<file path="src/rtl/stu_pkg.sv">
package stu_pkg;

    localparam int unsigned CODE_W  = 8;
    localparam int unsigned BASE_W  = 6;
    localparam int unsigned DIGIT_W = 6;
    localparam int unsigned OUT_VALUE_W = 64;
    localparam int unsigned OUT_COUNT_W = 16;
    localparam int unsigned ADDR_W  = 3;
    localparam int unsigned DATA_W  = 32;

    localparam logic [BASE_W-1:0] BASE_AUTO = 6'd0;
    localparam logic [BASE_W-1:0] BASE_MIN  = 6'd2;
    localparam logic [BASE_W-1:0] BASE_OCT  = 6'd8;
    localparam logic [BASE_W-1:0] BASE_DEC  = 6'd10;
    localparam logic [BASE_W-1:0] BASE_HEX  = 6'd16;
    localparam logic [BASE_W-1:0] BASE_MAX  = 6'd36;

    localparam logic [CODE_W-1:0] CHAR_TAB   = 8'h09;
    localparam logic [CODE_W-1:0] CHAR_LF    = 8'h0A;
    localparam logic [CODE_W-1:0] CHAR_VT    = 8'h0B;
    localparam logic [CODE_W-1:0] CHAR_FF    = 8'h0C;
    localparam logic [CODE_W-1:0] CHAR_CR    = 8'h0D;
    localparam logic [CODE_W-1:0] CHAR_SPACE = 8'h20;
    localparam logic [CODE_W-1:0] CHAR_PLUS  = 8'h2B;
    localparam logic [CODE_W-1:0] CHAR_ZERO  = 8'h30;
    localparam logic [CODE_W-1:0] CHAR_NINE  = 8'h39;
    localparam logic [CODE_W-1:0] CHAR_UP_A  = 8'h41;
    localparam logic [CODE_W-1:0] CHAR_UP_X  = 8'h58;
    localparam logic [CODE_W-1:0] CHAR_UP_Z  = 8'h5A;
    localparam logic [CODE_W-1:0] CHAR_LO_A  = 8'h61;
    localparam logic [CODE_W-1:0] CHAR_LO_X  = 8'h78;
    localparam logic [CODE_W-1:0] CHAR_LO_Z  = 8'h7A;
    localparam logic [CODE_W-1:0] LETTER_BIAS = 8'd10;

    localparam logic [ADDR_W-3:0] REG_NUMBER_BASE = 1'b0;

    localparam int unsigned QUEUE_DEPTH = 2;

    typedef enum logic [2:0] {
        PH_SPACE,
        PH_SIGN,
        PH_ZERO,
        PH_X,
        PH_DIGITS
    } phase_t;

    typedef struct packed {
        logic [CODE_W-1:0] char_code;
        logic              is_last;
    } char_word_t;

    typedef struct packed {
        logic [OUT_VALUE_W-1:0] value;
        logic [OUT_COUNT_W-1:0] consumed_count;
    } result_word_t;

    typedef struct packed {
        logic               is_last;
        logic               is_space;
        logic               is_plus;
        logic               is_zero;
        logic               is_x;
        logic               is_digit;
        logic [DIGIT_W-1:0] digit;
    } class_word_t;

endpackage

</file>
<file path="src/rtl/stu_front.sv">
module stu_front
    import stu_pkg::*;
(
    input  logic        char_valid,
    output logic        char_ready,
    input  char_word_t  char_word,
    input  logic        queue_full,
    output logic        push,
    output class_word_t push_word
);

    logic [CODE_W-1:0] code;

    assign code       = char_word.char_code;
    assign char_ready = !queue_full;
    assign push       = char_valid && !queue_full;

    always_comb
    begin
        push_word          = '0;
        push_word.is_last  = char_word.is_last;
        push_word.is_space = code inside {CHAR_SPACE, CHAR_TAB, CHAR_LF, CHAR_CR, CHAR_FF,
                                          CHAR_VT};
        push_word.is_plus  = (code == CHAR_PLUS);
        push_word.is_zero  = (code == CHAR_ZERO);
        push_word.is_x     = (code == CHAR_LO_X) || (code == CHAR_UP_X);
        if (code inside {[CHAR_ZERO:CHAR_NINE]})
        begin
            push_word.is_digit = 1'b1;
            push_word.digit    = DIGIT_W'(code - CHAR_ZERO);
        end
        else if (code inside {[CHAR_LO_A:CHAR_LO_Z]})
        begin
            push_word.is_digit = 1'b1;
            push_word.digit    = DIGIT_W'(code - CHAR_LO_A + LETTER_BIAS);
        end
        else if (code inside {[CHAR_UP_A:CHAR_UP_Z]})
        begin
            push_word.is_digit = 1'b1;
            push_word.digit    = DIGIT_W'(code - CHAR_UP_A + LETTER_BIAS);
        end
    end

endmodule

</file>
<file path="src/rtl/stu_queue.sv">
module stu_queue
    import stu_pkg::*;
(
    input  logic        clk,
    input  logic        rst_n,
    input  logic        push,
    input  class_word_t push_word,
    output logic        full,
    input  logic        pop,
    output logic        not_empty,
    output class_word_t pop_word
);

    localparam int unsigned PTR_W = $clog2(QUEUE_DEPTH);
    localparam int unsigned CNT_W = $clog2(QUEUE_DEPTH + 1);

    class_word_t          slot_reg [QUEUE_DEPTH];
    logic [PTR_W-1:0]     wr_ptr_reg;
    logic [PTR_W-1:0]     wr_ptr_next;
    logic [PTR_W-1:0]     rd_ptr_reg;
    logic [PTR_W-1:0]     rd_ptr_next;
    logic [CNT_W-1:0]     count_reg;
    logic [CNT_W-1:0]     count_next;

    assign full      = (count_reg == CNT_W'(QUEUE_DEPTH));
    assign not_empty = (count_reg != '0);
    assign pop_word  = slot_reg[rd_ptr_reg];

    always_comb
    begin
        wr_ptr_next = wr_ptr_reg;
        rd_ptr_next = rd_ptr_reg;
        count_next  = count_reg;
        if (push)
        begin
            wr_ptr_next = (wr_ptr_reg == PTR_W'(QUEUE_DEPTH - 1)) ? '0 : wr_ptr_reg + 1'b1;
        end
        if (pop)
        begin
            rd_ptr_next = (rd_ptr_reg == PTR_W'(QUEUE_DEPTH - 1)) ? '0 : rd_ptr_reg + 1'b1;
        end
        if (push && !pop)
        begin
            count_next = count_reg + 1'b1;
        end
        else if (pop && !push)
        begin
            count_next = count_reg - 1'b1;
        end
    end

    always_ff @(posedge clk or negedge rst_n)
    begin
        if (!rst_n)
        begin
            wr_ptr_reg <= '0;
            rd_ptr_reg <= '0;
            count_reg  <= '0;
        end
        else
        begin
            wr_ptr_reg <= wr_ptr_next;
            rd_ptr_reg <= rd_ptr_next;
            count_reg  <= count_next;
        end
    end

    always_ff @(posedge clk)
    begin
        if (push)
        begin
            slot_reg[wr_ptr_reg] <= push_word;
        end
    end

endmodule

</file>
<file path="src/rtl/stu_back.sv">
module stu_back
    import stu_pkg::*;
#(
    parameter int unsigned VALUE_WIDTH = 64,
    parameter int unsigned COUNT_WIDTH = 16
)
(
    input  logic              clk,
    input  logic              rst_n,
    input  logic [BASE_W-1:0] number_base,
    input  logic              avail,
    input  class_word_t       entry,
    output logic              pop,
    output logic              res_valid,
    input  logic              res_ready,
    output result_word_t      res_word
);

    localparam logic [COUNT_WIDTH-1:0] CNT_MAX = '1;

    phase_t                  phase_reg;
    phase_t                  phase_next;
    logic [VALUE_WIDTH-1:0]  acc_reg;
    logic [VALUE_WIDTH-1:0]  acc_next;
    logic [BASE_W-1:0]       abase_reg;
    logic [BASE_W-1:0]       abase_next;
    logic [COUNT_WIDTH-1:0]  cnt_reg;
    logic [COUNT_WIDTH-1:0]  cnt_next;
    logic                    done_reg;
    logic                    out_valid_reg;
    result_word_t            out_word_reg;
    result_word_t            out_word_next;

    logic [COUNT_WIDTH-1:0]  cnt_inc;
    logic [BASE_W-1:0]       eff_base;
    logic [VALUE_WIDTH-1:0]  mac;
    logic                    taken;
    logic                    do_start;
    logic                    load_out;
    logic [VALUE_WIDTH-1:0]  emit_value;
    logic [COUNT_WIDTH-1:0]  emit_count;

    assign pop       = avail && (!out_valid_reg || res_ready);
    assign load_out  = pop && !done_reg && !(taken && !entry.is_last);
    assign res_valid = out_valid_reg;
    assign res_word  = out_word_reg;
    assign cnt_inc   = (cnt_reg == CNT_MAX) ? cnt_reg : cnt_reg + 1'b1;
    assign eff_base  = (number_base == BASE_AUTO) ? BASE_DEC : number_base;
    assign mac       = (acc_reg * VALUE_WIDTH'(abase_reg)) + VALUE_WIDTH'(entry.digit);

    always_comb
    begin
        phase_next = phase_reg;
        acc_next   = acc_reg;
        abase_next = abase_reg;
        cnt_next   = cnt_reg;
        taken      = 1'b0;
        do_start   = 1'b0;
        case (phase_reg)
            PH_SPACE:
            begin
                if (entry.is_space)
                begin
                    cnt_next = cnt_inc;
                    taken    = 1'b1;
                end
                else if (entry.is_plus)
                begin
                    phase_next = PH_SIGN;
                    cnt_next   = cnt_inc;
                    taken      = 1'b1;
                end
                else
                begin
                    do_start = 1'b1;
                end
            end
            PH_SIGN:
            begin
                do_start = 1'b1;
            end
            PH_ZERO, PH_X, PH_DIGITS:
            begin
                if (phase_reg == PH_ZERO && entry.is_x)
                begin
                    abase_next = BASE_HEX;
                    phase_next = PH_X;
                    cnt_next   = cnt_inc;
                    taken      = 1'b1;
                end
                else if (entry.is_digit && (entry.digit < abase_reg))
                begin
                    acc_next   = (phase_reg == PH_DIGITS) ? mac : VALUE_WIDTH'(entry.digit);
                    phase_next = PH_DIGITS;
                    cnt_next   = cnt_inc;
                    taken      = 1'b1;
                end
            end
            default:
            begin
                taken = 1'b0;
            end
        endcase

        if (do_start)
        begin
            if ((number_base == BASE_AUTO || number_base == BASE_HEX) && entry.is_zero)
            begin
                abase_next = (number_base == BASE_AUTO) ? BASE_OCT : BASE_HEX;
                acc_next   = '0;
                phase_next = PH_ZERO;
                cnt_next   = cnt_inc;
                taken      = 1'b1;
            end
            else if (eff_base >= BASE_MIN && eff_base <= BASE_MAX)
            begin
                abase_next = eff_base;
                if (entry.is_digit && (entry.digit < eff_base))
                begin
                    acc_next   = VALUE_WIDTH'(entry.digit);
                    phase_next = PH_DIGITS;
                    cnt_next   = cnt_inc;
                    taken      = 1'b1;
                end
            end
        end
    end

    always_comb
    begin
        emit_value = '0;
        emit_count = '0;
        case (phase_next)
            PH_ZERO:
            begin
                emit_count = cnt_next;
            end
            PH_X:
            begin
                if (cnt_next == CNT_MAX)
                begin
                    emit_count = CNT_MAX;
                end
                else if (cnt_next != '0)
                begin
                    emit_count = cnt_next - 1'b1;
                end
            end
            PH_DIGITS:
            begin
                emit_value = acc_next;
                emit_count = cnt_next;
            end
            default:
            begin
                emit_value = '0;
            end
        endcase
        out_word_next.value          = OUT_VALUE_W'(emit_value);
        out_word_next.consumed_count = OUT_COUNT_W'(emit_count);
    end

    always_ff @(posedge clk or negedge rst_n)
    begin
        if (!rst_n)
        begin
            phase_reg     <= PH_SPACE;
            acc_reg       <= '0;
            abase_reg     <= '0;
            cnt_reg       <= '0;
            done_reg      <= 1'b0;
            out_valid_reg <= 1'b0;
        end
        else
        begin
            if (load_out)
            begin
                out_valid_reg <= 1'b1;
            end
            else if (res_ready)
            begin
                out_valid_reg <= 1'b0;
            end
            if (pop)
            begin
                if (entry.is_last)
                begin
                    phase_reg <= PH_SPACE;
                    acc_reg   <= '0;
                    abase_reg <= '0;
                    cnt_reg   <= '0;
                    done_reg  <= 1'b0;
                end
                else if (!done_reg)
                begin
                    phase_reg <= phase_next;
                    acc_reg   <= acc_next;
                    abase_reg <= abase_next;
                    cnt_reg   <= cnt_next;
                    done_reg  <= !taken;
                end
            end
        end
    end

    always_ff @(posedge clk)
    begin
        if (load_out)
        begin
            out_word_reg <= out_word_next;
        end
    end

    a_done_holds: assert property (@(posedge clk) disable iff (!rst_n)
        (pop && done_reg && !entry.is_last) |=> done_reg)
        else $error("stop flag dropped before end of string");

    a_last_clears: assert property (@(posedge clk) disable iff (!rst_n)
        (pop && entry.is_last) |=> (phase_reg == PH_SPACE && !done_reg && cnt_reg == '0))
        else $error("string state not cleared after last word");

    a_digits_counted: assert property (@(posedge clk) disable iff (!rst_n)
        (phase_reg == PH_DIGITS || phase_reg == PH_ZERO) |-> (cnt_reg != '0))
        else $error("digit phase with zero count");

    a_hex_after_x: assert property (@(posedge clk) disable iff (!rst_n)
        (phase_reg == PH_X) |-> (abase_reg == BASE_HEX))
        else $error("prefix phase without base 16");

    a_no_result_when_done: assert property (@(posedge clk) disable iff (!rst_n)
        (pop && done_reg) |=> !(out_valid_reg && !$past(out_valid_reg && !res_ready)
                                && $rose(out_valid_reg)))
        else $error("result after stop");

endmodule

</file>
<file path="src/rtl/string_to_unsigned_parser_core.sv">
// channel  | handshake                       | payload
// char     | char_valid / char_ready         | char_word (char_code, is_last)
// res      | res_valid / res_ready           | res_word (value, consumed_count)
// config   | psel penable pwrite pready      | paddr, pwdata, prdata
//
// one character per cycle sustained while res_ready lets the back end drain the queue; a result word
// is offered from the output register once the character that ends its number has passed through the queue
// the back end holds one multiply-add of the accumulator by the base per cycle
// a two-word queue splits the classifier from the back end, which stalls only on res_ready
// rst_n clears the base register to automatic detection and the string state
module string_to_unsigned_parser_core
    import stu_pkg::*;
#(
    parameter int unsigned VALUE_WIDTH = 64,
    parameter int unsigned COUNT_WIDTH = 16
)
(
    input  logic              clk,
    input  logic              rst_n,
    input  logic              char_valid,
    output logic              char_ready,
    input  char_word_t        char_word,
    output logic              res_valid,
    input  logic              res_ready,
    output result_word_t      res_word,
    input  logic              psel,
    input  logic              penable,
    input  logic              pwrite,
    input  logic [ADDR_W-1:0] paddr,
    input  logic [DATA_W-1:0] pwdata,
    output logic [DATA_W-1:0] prdata,
    output logic              pready
);

    logic [BASE_W-1:0] number_base_reg;
    logic              queue_full;
    logic              push;
    class_word_t       push_word;
    logic              pop;
    logic              not_empty;
    class_word_t       pop_word;
    logic              reg_hit;

    assign pready  = 1'b1;
    assign reg_hit = (paddr[ADDR_W-1:2] == REG_NUMBER_BASE);
    assign prdata  = reg_hit ? DATA_W'(number_base_reg) : '0;

    always_ff @(posedge clk or negedge rst_n)
    begin
        if (!rst_n)
        begin
            number_base_reg <= BASE_AUTO;
        end
        else if (psel && penable && pwrite && pready && reg_hit)
        begin
            number_base_reg <= pwdata[BASE_W-1:0];
        end
    end

    stu_front u_front (
        .char_valid (char_valid),
        .char_ready (char_ready),
        .char_word  (char_word),
        .queue_full (queue_full),
        .push       (push),
        .push_word  (push_word)
    );

    stu_queue u_queue (
        .clk       (clk),
        .rst_n     (rst_n),
        .push      (push),
        .push_word (push_word),
        .full      (queue_full),
        .pop       (pop),
        .not_empty (not_empty),
        .pop_word  (pop_word)
    );

    stu_back #(
        .VALUE_WIDTH (VALUE_WIDTH),
        .COUNT_WIDTH (COUNT_WIDTH)
    ) u_back (
        .clk         (clk),
        .rst_n       (rst_n),
        .number_base (number_base_reg),
        .avail       (not_empty),
        .entry       (pop_word),
        .pop         (pop),
        .res_valid   (res_valid),
        .res_ready   (res_ready),
        .res_word    (res_word)
    );

endmodule
</file>
<file path="config.mk">
export PLATFORM = sky130hd
export DESIGN_NAME = string_to_unsigned_parser_core
export DESIGN_NICKNAME = d
export VERILOG_FILES = /design/src/rtl/stu_pkg.sv /design/src/rtl/stu_front.sv /design/src/rtl/stu_queue.sv /design/src/rtl/stu_back.sv /design/src/rtl/string_to_unsigned_parser_core.sv
export SDC_FILE = /design/constraint.sdc
export NUM_CORES = 1
export LEC_CHECK = 0
export BUFFER_PORTS_ARGS = -buffer_cell sky130_fd_sc_hd__buf_4
export CORE_AREA = 10 10 182 312
export DETAILED_ROUTE_END_ITERATION = 16
export DIE_AREA = 0 0 192 322
export GPL_ROUTABILITY_DRIVEN = 1
export GPL_TIMING_DRIVEN = 0
export PLACE_DENSITY = 0.6
export SYNTH_ARGS = -nofsm -noshare
export SYNTH_HDL_FRONTEND = slang
export SYNTH_SLANG_ARGS = --single-unit
</file>
<file path="constraint.sdc">
create_clock -name clk -period 13.6 [get_ports clk]
set_input_delay 0 -clock clk [delete_from_list [all_inputs] [get_ports clk]]
set_output_delay 0 -clock clk [all_outputs]
set_load 0.01 [all_outputs]
</file>
# After elaboration in Yosys (flattened, before gate mapping)
# Memories as Yosys holds them, arrays and structs flattened.
# Cells that the tools add are included.
# Widths: inputs -> output; s select.
[classes] addsub=12 mul=1 n_lt_le_gt_ge=10 eq_ne=22 muxes=71 n_bitwise=1 n_reduce_logical=39
[ops] op="$mux 64" count=10
[ops] op="$mux 16" count=13
[ops] op="$add 64x6->64" count=1
[ops] op="$mul 64x6->64" count=1
[ops] op="$pmux 16 s2" count=2
[ops] op="$mux 6" count=9
[ops] op="$eq 8x4->1 const B" count=5
[ops] op="$eq 16x16->1 const B" count=2
[ops] op="$mux 3" count=10
[ops] op="$eq 8x6->1 const B" count=3
[ops] op="$mux 7" count=3
[ops] op="$logic_and 1x1->1" count=18
[ops] op="$mux 1" count=18
[ops] op="$add 16x1->16 const B" count=1
[ops] op="$eq 8x7->1 const B" count=2
[ops] op="$ge 8x7->1 const B" count=2
[ops] op="$le 8x7->1 const B" count=2
[ops] op="$reduce_bool 16->1" count=1
[ops] op="$sub 16x1->16 const B" count=1
[ops] op="$add 6x4->6 const B" count=2
[ops] op="$eq 3x2->1 const B" count=4
[ops] op="$lt 6x6->1" count=2
[ops] op="$sub 6x6->6 const B" count=2
[ops] op="$ge 8x6->1 const B" count=1
[ops] op="26 further kinds" count=41
[word_totals] ff_bits=181 mem_bits_rw=24 out_inout_bits=115 wordCells=169 n_memories=1
[mem_list] memory="u_queue.slot_reg" words=2 word_bits=12 rd=1 rd_ports_with_merged_regs=0 write_ports=1 line_no="stu_queue.sv:17" rtl="class_word_t slot_reg [QUEUE_DEPTH];"

# Logic depth before layout (Yosys ltp)
# Gate-level depths: netlist (run 1).
# An unclocked memory read counts as a cell.
[depth] word_depth=14 mapped_depth=23

# Hierarchy
# From an unflattened synthesis (run 1), not the netlist that was laid out.
[hier_totals] cells_unflattened=2352 hier_area_um2=22599.2
[by_module_without_submodules] module="stu_back" n_inst=1 cells_each=2174 area_per_inst_um2=20447.1 seq_area_each_um2=4679.5
[by_module_without_submodules] module="stu_queue" n_inst=1 cells_each=53 area_per_inst_um2=1089.8 seq_area_each_um2=820.8
[by_module_without_submodules] module="stu_front" n_inst=1 cells_each=77 area_per_inst_um2=558.0 seq_area_each_um2=0.0
[by_module_without_submodules] module="string_to_unsigned_parser_core" n_inst=1 cells_each=48 area_per_inst_um2=504.2 seq_area_each_um2=150.1

# Worst setup path before layout (run 1)
# Ideal clock, no wire load.
[synth_path] kind="flip-flop to flip-flop" start="register number_base_reg[0]" end="register u_back.out_word_reg (netlist bit u_back.res_word[0]) (enable)" arrival_time_ns=8.243 t_required_ns=12.957 slack_ns=4.715 path_stages_with_launch=11 n_path_buf=0 path_cell_list="dfrtp_1 -> or4_4 -> nor3_1 -> nor2_1 -> ha_1 -> o211ai_1 -> a31oi_1 -> o221ai_2 -> a31oi_4 -> nand2_2 -> a21boi_0"
[synth_between] elab_chain_len=11 word_cells_on_any_way=17
[synth_rtl] element="from (decl)" line_no="string_to_unsigned_parser_core.sv:35" rtl="logic [BASE_W-1:0] number_base_reg;"
[synth_rtl] element="from (signal assigned)" line_no="string_to_unsigned_parser_core.sv:56" rtl="number_base_reg <= pwdata[BASE_W-1:0];"
[synth_rtl] element="$logic_not 6->1" line_no="stu_back.sv:48, stu_back.sv:107"
[synth_rtl] element="$mux 6" line_no="stu_back.sv:48" rtl="assign eff_base = (number_base == BASE_AUTO) ? BASE_DEC : number_base;"
[synth_rtl] element="$lt 6x6->1" line_no="stu_back.sv:118" rtl="if (entry.is_digit && (entry.digit < eff_base))"
[synth_rtl] element="$logic_and 1x1->1" line_no="stu_back.sv:118"
[synth_rtl] element="$mux 1" line_no="stu_back.sv:118"
[synth_rtl] element="$mux 1" line_no="stu_back.sv:115" rtl="else if (eff_base >= BASE_MIN && eff_base <= BASE_MAX)"
[synth_rtl] element="$mux 1 *" line_no="stu_back.sv:107" rtl="if ((number_base == BASE_AUTO || number_base == BASE_HEX) && entry.is_zero)"
[synth_rtl] element="$mux 1 *" line_no="stu_back.sv:105" rtl="if (do_start)"
[synth_rtl] element="$logic_and 1x1->1 *" line_no="stu_back.sv:44" rtl="assign load_out = pop && !done_reg && !(taken && !entry.is_last);"
[synth_rtl] element="$logic_not 1->1 *" line_no="stu_back.sv:44"
[synth_rtl] element="$logic_and 1x1->1 *" line_no="stu_back.sv:44"
[synth_rtl] element="via u_back.load_out" line_no="stu_back.sv:39" rtl="logic load_out;"
[synth_rtl] element="to (signal assigned)" line_no="stu_back.sv:210" rtl="out_word_reg <= out_word_next;"
[synth_rtl] element="to (decl)" line_no="stu_back.sv:31" rtl="result_word_t out_word_reg;"
# Mark *: on every way through the listed nets, which the timed path passes. The rest lies on a longest branch.
# A chain may end at the register's enable or synchronous reset.

# Worst setup path in the final report (run 1)
[layout_path] start="register u_back.abase_reg[3]" end="register u_back.out_word_reg (netlist bit u_back.res_word[77]), data pin"
[layout_between] elab_chain_len=10 word_cells_on_any_way=20
[layout_rtl] element="from (decl)" line_no="stu_back.sv:25" rtl="logic [BASE_W-1:0] abase_reg;"
[layout_rtl] element="from (signal assigned)" line_no="stu_back.sv:198" rtl="abase_reg <= abase_next;"
[layout_rtl] element="$mul 64x6->64 or $lt 6x6->1 (tied branches)" line_no="stu_back.sv:49, stu_back.sv:91"
[layout_rtl] element="$add 64x6->64 or $logic_and 1x1->1 (tied branches)" line_no="stu_back.sv:49, stu_back.sv:91"
[layout_rtl] element="$mux 64 or $mux 3 (tied branches)" line_no="stu_back.sv:93, stu_back.sv:91"
[layout_rtl] element="$mux 64 or $mux 3 (tied branches)" line_no="stu_back.sv:91, stu_back.sv:84"
[layout_rtl] element="$mux 64 or $pmux 3 s2 (tied branches)" line_no="stu_back.sv:84, stu_back.sv:59"
[layout_rtl] element="$mux 64 or $mux 3 (tied branches)" line_no="stu_back.sv:59, stu_back.sv:118"
[layout_rtl] element="$mux 64 or $mux 3 (tied branches)" line_no="stu_back.sv:118, stu_back.sv:115"
[layout_rtl] element="$mux 64 or $mux 3 (tied branches)" line_no="stu_back.sv:115, stu_back.sv:107"
[layout_rtl] element="$mux 64 or $mux 3 (tied branches)" line_no="stu_back.sv:107, stu_back.sv:105"
[layout_rtl] element="$mux 64 or $eq 3x3->1 (tied branches)" line_no="stu_back.sv:105, stu_back.sv:133"
# Several ways; a longest one is shown, not always the timed one.

==> run metrics, run 1 <==
Initial DRT Pass Iterations=5; Core Region=51300 um^2; Std-Cell Rows=110; Residual DRC=0; combinational group share of total power=47.5%; Max-slew headroom=13.7%; Synth Area in Adders=30.0%; Net Sw Frac=45.4%; number of DRC markers in iteration 0=1079; Top FF cell, synth=edfxtp_1; hold path start=char_word[1]; endpoint class of the critical path=register; final WL=71.4 mm; Final Skew=0.0233 ns; H-tree depth=1; cts bufs inserted=23; via count=18300; Mapped Area=22400 um^2; synthesized-area fraction occupied by and/or/nand/nor cells=20.1%; Initial Utilization=43.7%; Final Hold Fails=0; WL per Instance=22.3 um; leading area contributor after synthesis=fa_1; RSZ-0062 raised after global routing=false; NetSw=1360 uW; critical path's slowest cell=nor3_1; dpl cell area=24300 um^2; maximum clock rate=130 MHz; Worst-Skew Late Latency=0.55 ns; FF/Latch Area=5650 um^2; period utilization=56.7%; fin area=25200 um^2; total internal power=1630 uW; Critical Path Most Common Cell=fa_1; Flop pwr share=31.3%; DP HPWL=56.6 mm; vias in the first global route=19600; Tot GR Track Use=23.2%; die extent in x=192 um; kind of critical path=reg2reg; Critical Path Start=u_back.abase_reg[3]; Layout Nets=2950; crit path time final=7.71 ns; status=complete, no violations; Top Ports=166; max FFs per register=80; Clock Power Share=21.2%; top fanout value on the critical path=10; sequential area share after synthesis=25.2%; max-slew violations=0; area share of the largest cell type after synthesis=21.4%; Cell variety after synth=89; compound-gate portion of the synthesized area=15.0%; Clk pin slew, worst setup/hold paths=0.07 ns; YS warnings=0; setup slack, reg-to-reg=5.89 ns; share of cells above drive strength 1=9.16%; vias per cell=5.74; grt ovf=0; async set or reset register ratio after synthesis=49.3%; Multi-input gate area=15800 um^2; final core occ=49.1%; post-CTS setup buffers=0; CP startpoint kind=register; clk buf depth=3; largest family of logic cells by synthesized area=adder cells; R2R Path End=u_back.res_word[77]; sum of negative setup slack=0 ns; Hold Path Depth=3; largest net degree at the start of global routing=57; setup violators final=0; Worst Hold Class=in2reg; cell chain of the critical path=clkbuf_1, clkbuf_1, nand2_1, fa_1, fa_1, inv_1, fa_1, inv_1, fa_1, inv_1, ha_1, a21o_1, a21oi_1, a21boi_0, o21ai_0, o2111ai_1, o211ai_1, a21oi_1, nor3_1, o211ai_1, o41a_1, o21ai_0; clock sink count=205; Synth Area in XOR/XNOR=3.59%; initial antenna violation count=0; Post-synth EDFFs=104; Die Ht=322 um; R2R depth=22; Slew @ Worst Pin=1.30 ns; die area=61800 um^2; port bufs=110; Post-Syn Area per Cell=9.65 um^2; Fillers=4790; Worst VDD drop=0.117 mV; first-pass GRT wire length=112 mm; Worst EP arrival=7.99 ns; data required time at the worst endpoint=13.88 ns; clock root buffer=clkbuf_16; Mapped Cells=2323; Hold EP=u_queue.slot_reg[1][0]; Cell Pwr Density=119 nW/um^2; placer's final routability congestion estimate=0.967; CTS tree=built; Pleak=0.0118 uW; max-cap violation count=0; area delta synth->final=12.5%; synth top area cells=fa_1 (21%), edfxtp_1 (14%), dfrtp_1 (11%), and2_1 (9.5%), ha_1 (8.5%); antenna-violating nets left=0; Min Hold Slack=0.0346 ns; Seq cells post-synth=205; mux cell area share after synthesis=1.39%; Crit path largest cell delay=0.60 ns; Worst R2R Start=u_back.abase_reg[3]
==> through the flow <==
| stage | cells | setup slack, ns | total power [uW] |
|---|---|---|---|
| floorplan | 2348 | 4.71 | 1700 |
| CTS | 3194 | 5.96 | 3010 |
| global route | 3194 | 5.56 | 3140 |
| global placement | 3130 | 0.441 | 2370 |
| finish | 3195 | 5.89 | 2990 |
| detailed placement | 3134 | 6.03 | 2360 |
==> cells in the final DEF (no fill, tap or decap), types with 19 or more instances in the layout <==
cell type	instances
dfrtp_1	101
nor3_1	30
nand3_1	33
a21oi_1	107
dlygate4sd3_1	19
o21ai_0	144
buf_4	137
nand2_1	217
xnor2_1	67
xor2_1	23
clkbuf_1	112
edfxtp_1	104
fa_1	240
ha_1	153
clkbuf_16	23
inv_1	96
a22oi_1	23
and2_1	341
nor2_1	106
conb_1	27
o21bai_1	20
a22o_1	44
a21o_1	41
nand4_1	31
==> area by class of cell <==
class,instances,share of cell area [%]
multi-input cells,1895,62.7
inverters,96,1.43
clock inverters,13,0.496
diodes,1,0.00992
plain buffers,152,2.77
flip-flops and latches,205,22.4
repair buffers,133,4.42
clock buffers,28,2.40
well taps,672,3.33
==> how the worst max path moves through the flow <==
stage,depth (start not counted),end
2_1_floorplan,10,u_back.res_word[0]
3_3_place_gp,10,u_back.res_word[35]
3_5_place_dp,21,u_back.res_word[78]
4_1_cts,21,u_back.res_word[78]
5_1_grt,22,u_back.res_word[71]
6_report,22,u_back.res_word[77]
==> kinds of logic after synthesis <==
| group | Yosys count |
|---|---|
| compound gates | 506 |
| xor+xnor | 91 |
| fa+ha+maj | 393 |
| buf+inv | 248 |
| flops | 205 |
| mux | 29 |
| other cells | 2 |
| simple gates | 849 |
==> synth_stat cells, types with 13 or more instances <==
cell type and instances:
o21a_1 13, inv_1 96, nand4_1 31, nand2_1 217, nand3_1 33, buf_4 28, nor2_1 106, and2_1 341
nor3_1 30, a21oi_1 107, clkbuf_1 108, dfrtp_1 101, a22oi_1 23, ha_1 153, fa_1 240, o22ai_1 14
edfxtp_1 104, o21bai_1 20, xor2_1 23, mux2i_1 15, a22o_1 44, a21o_1 41, o21ai_0 144, nor2b_1 15
nand2b_1 14, xnor2_1 67
==> worst max-delay path, delay by kind of cell (launching register included) <==
family	cells	cell delay [ns]
buffers and inverters	5	1.31
AOI/OAI and AO/OA	10	2.56
adders and majority gates	5	2.49
DFF	1	0.32
and+or+nand+nor	2	0.75
==> repair_timing <==
action | CTS | global route
resized for setup | 0 | 0
hold buffers | 19 | 0
endpoints found under the hold margin | 122 | 0
==> power groups by stage <==
stage | Combinational, uW | Clock, uW | Sequential [uW]
after floorplan | 667 | 0 | 1030
after global placement | 1360 | 0 | 1010
after detailed placement | 1410 | 0 | 950
after CTS | 1420 | 649 | 939
after global routing | 1520 | 667 | 954
final | 1420 | 634 | 937
==> routing by layer <==
| metal | vias to the layer above | wire, um | global-route usage, % |
|---|---|---|---|
| met4 | 0 | 3970 | 12.2 |
| met1 | 9202 | 26300 | 25.2 |
| met2 | 599 | 37800 | 42.6 |
| li1 | 8342 | - | - |
| met5 | - | 0 | 0 |
| met3 | 197 | 3260 | 2.88 |
Power figures use the tool's default switching activity.
==> inputs of run 2 (changes only) <==
- clock period: 13.6 -> 8 ns (I/O delays scaled with it)
==> run 2 against run 1 <==
  * Count of clock-buffer cells in the layout grew 1
  * Combinational power rose by 70%
  * Critical endpoint unchanged
  * Setup slack lost 5.6 ns
==> run metrics, run 2 (synthesis results as in run 1) <==
Worst Hold Class=in2reg; Layout Nets=2951 (+0.034%); H-tree depth=1 (unchanged); endpoint class of the critical path=register; status=complete, no violations; share of cells above drive strength 1=9.27% (+0.11 points); Clk pin slew, worst setup/hold paths=0.07 ns (about the same); setup violators final=0 (unchanged); post-cts repair resize count=0 (unchanged); Cell Pwr Density=206 nW/um^2 (+73%); commonest non-fill, non-tap cell in the layout=and2_1; Residual DRC=0 (unchanged); port bufs=110 (unchanged); Tot GR Track Use=23.1% (-0.054 points); placer's final routability congestion estimate=0.962 (-0.55%); clock sink count=205 (unchanged); max FFs per register=80 (unchanged); period utilization=96.0% (+39 points); RSZ-0062 raised after global routing=false; vias per cell=5.74 (about the same); Max-slew headroom=11.9% (-1.7 points); via count=18400 (+0.12%); kind of critical path=reg2reg; die extent in x=192 um (unchanged); Worst EP arrival=7.97 ns (-0.02 ns); cts bufs inserted=24 (+4.3%); CTS tree=built; Initial Utilization=43.7% (unchanged); Slew @ Worst Pin=1.32 ns (+0.0258 ns); WL per Instance=22.4 um (+0.16%); Die Ht=322 um (unchanged); first-pass GRT wire length=112 mm (-0.25%); grt ovf=0 (unchanged); Setup WS post-layout=0.319 ns (-5.57 ns); Final Skew=0.0202 ns (-0.00315 ns); maximum clock rate=130 MHz (+0.42%); data required time at the worst endpoint=8.28 ns (-5.60 ns); Std-Cell Rows=110 (unchanged); pre-CTS WS=0.457 ns (-5.57 ns); area delta synth->final=12.9%; FF/Latch Area=5650 um^2 (unchanged); Fillers=4886 (+2.0%); clock root buffer=clkbuf_16; final WL=71.5 mm (+0.22%); top fanout value on the critical path=10 (unchanged); Min Hold Slack=0.0401 ns (+0.00552 ns); initial antenna violation count=0 (unchanged); crit path time final=7.68 ns (-0.0324 ns); Multi-input gate area=15800 um^2 (unchanged); Core Region=51300 um^2 (unchanged); Top Ports=166 (unchanged); antenna-violating nets left=0 (unchanged); Pleak=0.0119 uW (+0.41%); Antenna diodes=0 (-1); post-CTS setup buffers=0 (unchanged); CP startpoint kind=register; clk buf depth=3 (unchanged); DP HPWL=56.8 mm (+0.36%); Initial DRT Pass Iterations=6 (+1); largest net degree at the start of global routing=68 (+19%); max-slew violations=0 (unchanged); Post-CTS Hold Buffers=19 (unchanged); number of DRC markers in iteration 0=1128 (+4.5%); Worst VDD drop=0.203 mV (+74%); Worst-Skew Late Latency=0.57 ns (+0.02 ns); die area=61800 um^2 (unchanged); vias in the first global route=19700 (+0.52%); commonest non-fill, non-tap cells in the layout=and2_1 (341), fa_1 (240), nand2_1 (217); Final Hold Fails=0 (unchanged); max-cap violation count=0 (unchanged)
==> run 2: cell count changes in the layout (fill, tap and decap cells not counted), moves of 2 or more <==
| cell | before | now |
|---|---|---|
| buf_12 | 2 | 4 |
| bufinv_16 | 1 | 3 |
| clkbuf_1 | 112 | 110 |
| clkbuf_16 | 23 | 25 |
| clkinv_1 | 0 | 3 |
| inv_6 | 6 | 3 |
==> run 2: stage by stage <==
step,instances,instance area [um^2],utilization [%],total power [uW],TNS [ns]
6_report,3197,25300,49.3,5210,0
5_1_grt,3197,25300,49.3,5470,0
4_1_cts,3197,25300,49.3,5240,0
3_5_place_dp,3134,24300,47.3,4010,0
3_3_place_gp,3130,24200,47.1,3980,-128.34
2_1_floorplan,2348,22500,-,2860,0
==> run 2: per-layer routing <==
layer / up-vias / track usage [%] / part of all wire [%]
li1: 8344 / - / -
met1: 9230 / 24.6 / 36
met3: 183 / 3.52 / 5.3
met4: 0 / 12.5 / 5.9
met2: 605 / 42.5 / 53
met5: - / 0 / 0
==> run 2: layout make-up <==
class / count / share of cell area [%]
inverter: 96 / 1.42
clock buffer: 29 / 2.61
multi-input combinational: 1895 / 62.5
timing repair buffer: 133 / 4.41
tap: 672 / 3.32
buffer: 152 / 2.76
sequential: 205 / 22.3
clock inverter: 15 / 0.692
==> run 2: report_power, final <==
group	total [uW]	internal, uW	switching, uW
Combinational	2420	730	1690
Sequential	1590	1460	132
Clock	1200	693	510
==> run 2: path summary, 6_finish.rpt <==
path	startpoint	slack, ns	end	cells after the start
max	u_back.abase_reg[3]	0.32	u_back.res_word[77]	22
min	char_word[4]	0.04	u_queue.slot_reg[0][8]	3
max reg2reg	u_back.abase_reg[3]	0.32	u_back.res_word[77]	22
min reg2reg	u_queue.count_reg[1]	0.49	u_queue.count_reg[1]	1
max in group asynchronous	rst_n	7.07	number_base_reg[3]	4
min in group asynchronous	rst_n	0.48	u_back.acc_reg[9]	4
==> run 2: critical path: stages (launching register included) <==
cell	delay (ns)
dfrtp_1	0.32
clkbuf_1	0.60
clkbuf_1	0.55
nand2_1	0.16
fa_1	0.50
fa_1	0.55
inv_1	0.05
fa_1	0.54
inv_1	0.07
fa_1	0.53
inv_1	0.04
ha_1	0.35
a21o_1	0.20
a21oi_1	0.21
a21boi_0	0.17
o21ai_0	0.42
o2111ai_1	0.31
o211ai_1	0.30
a21oi_1	0.16
nor3_1	0.56
o211ai_1	0.19
o41a_1	0.18
o21ai_0	0.43
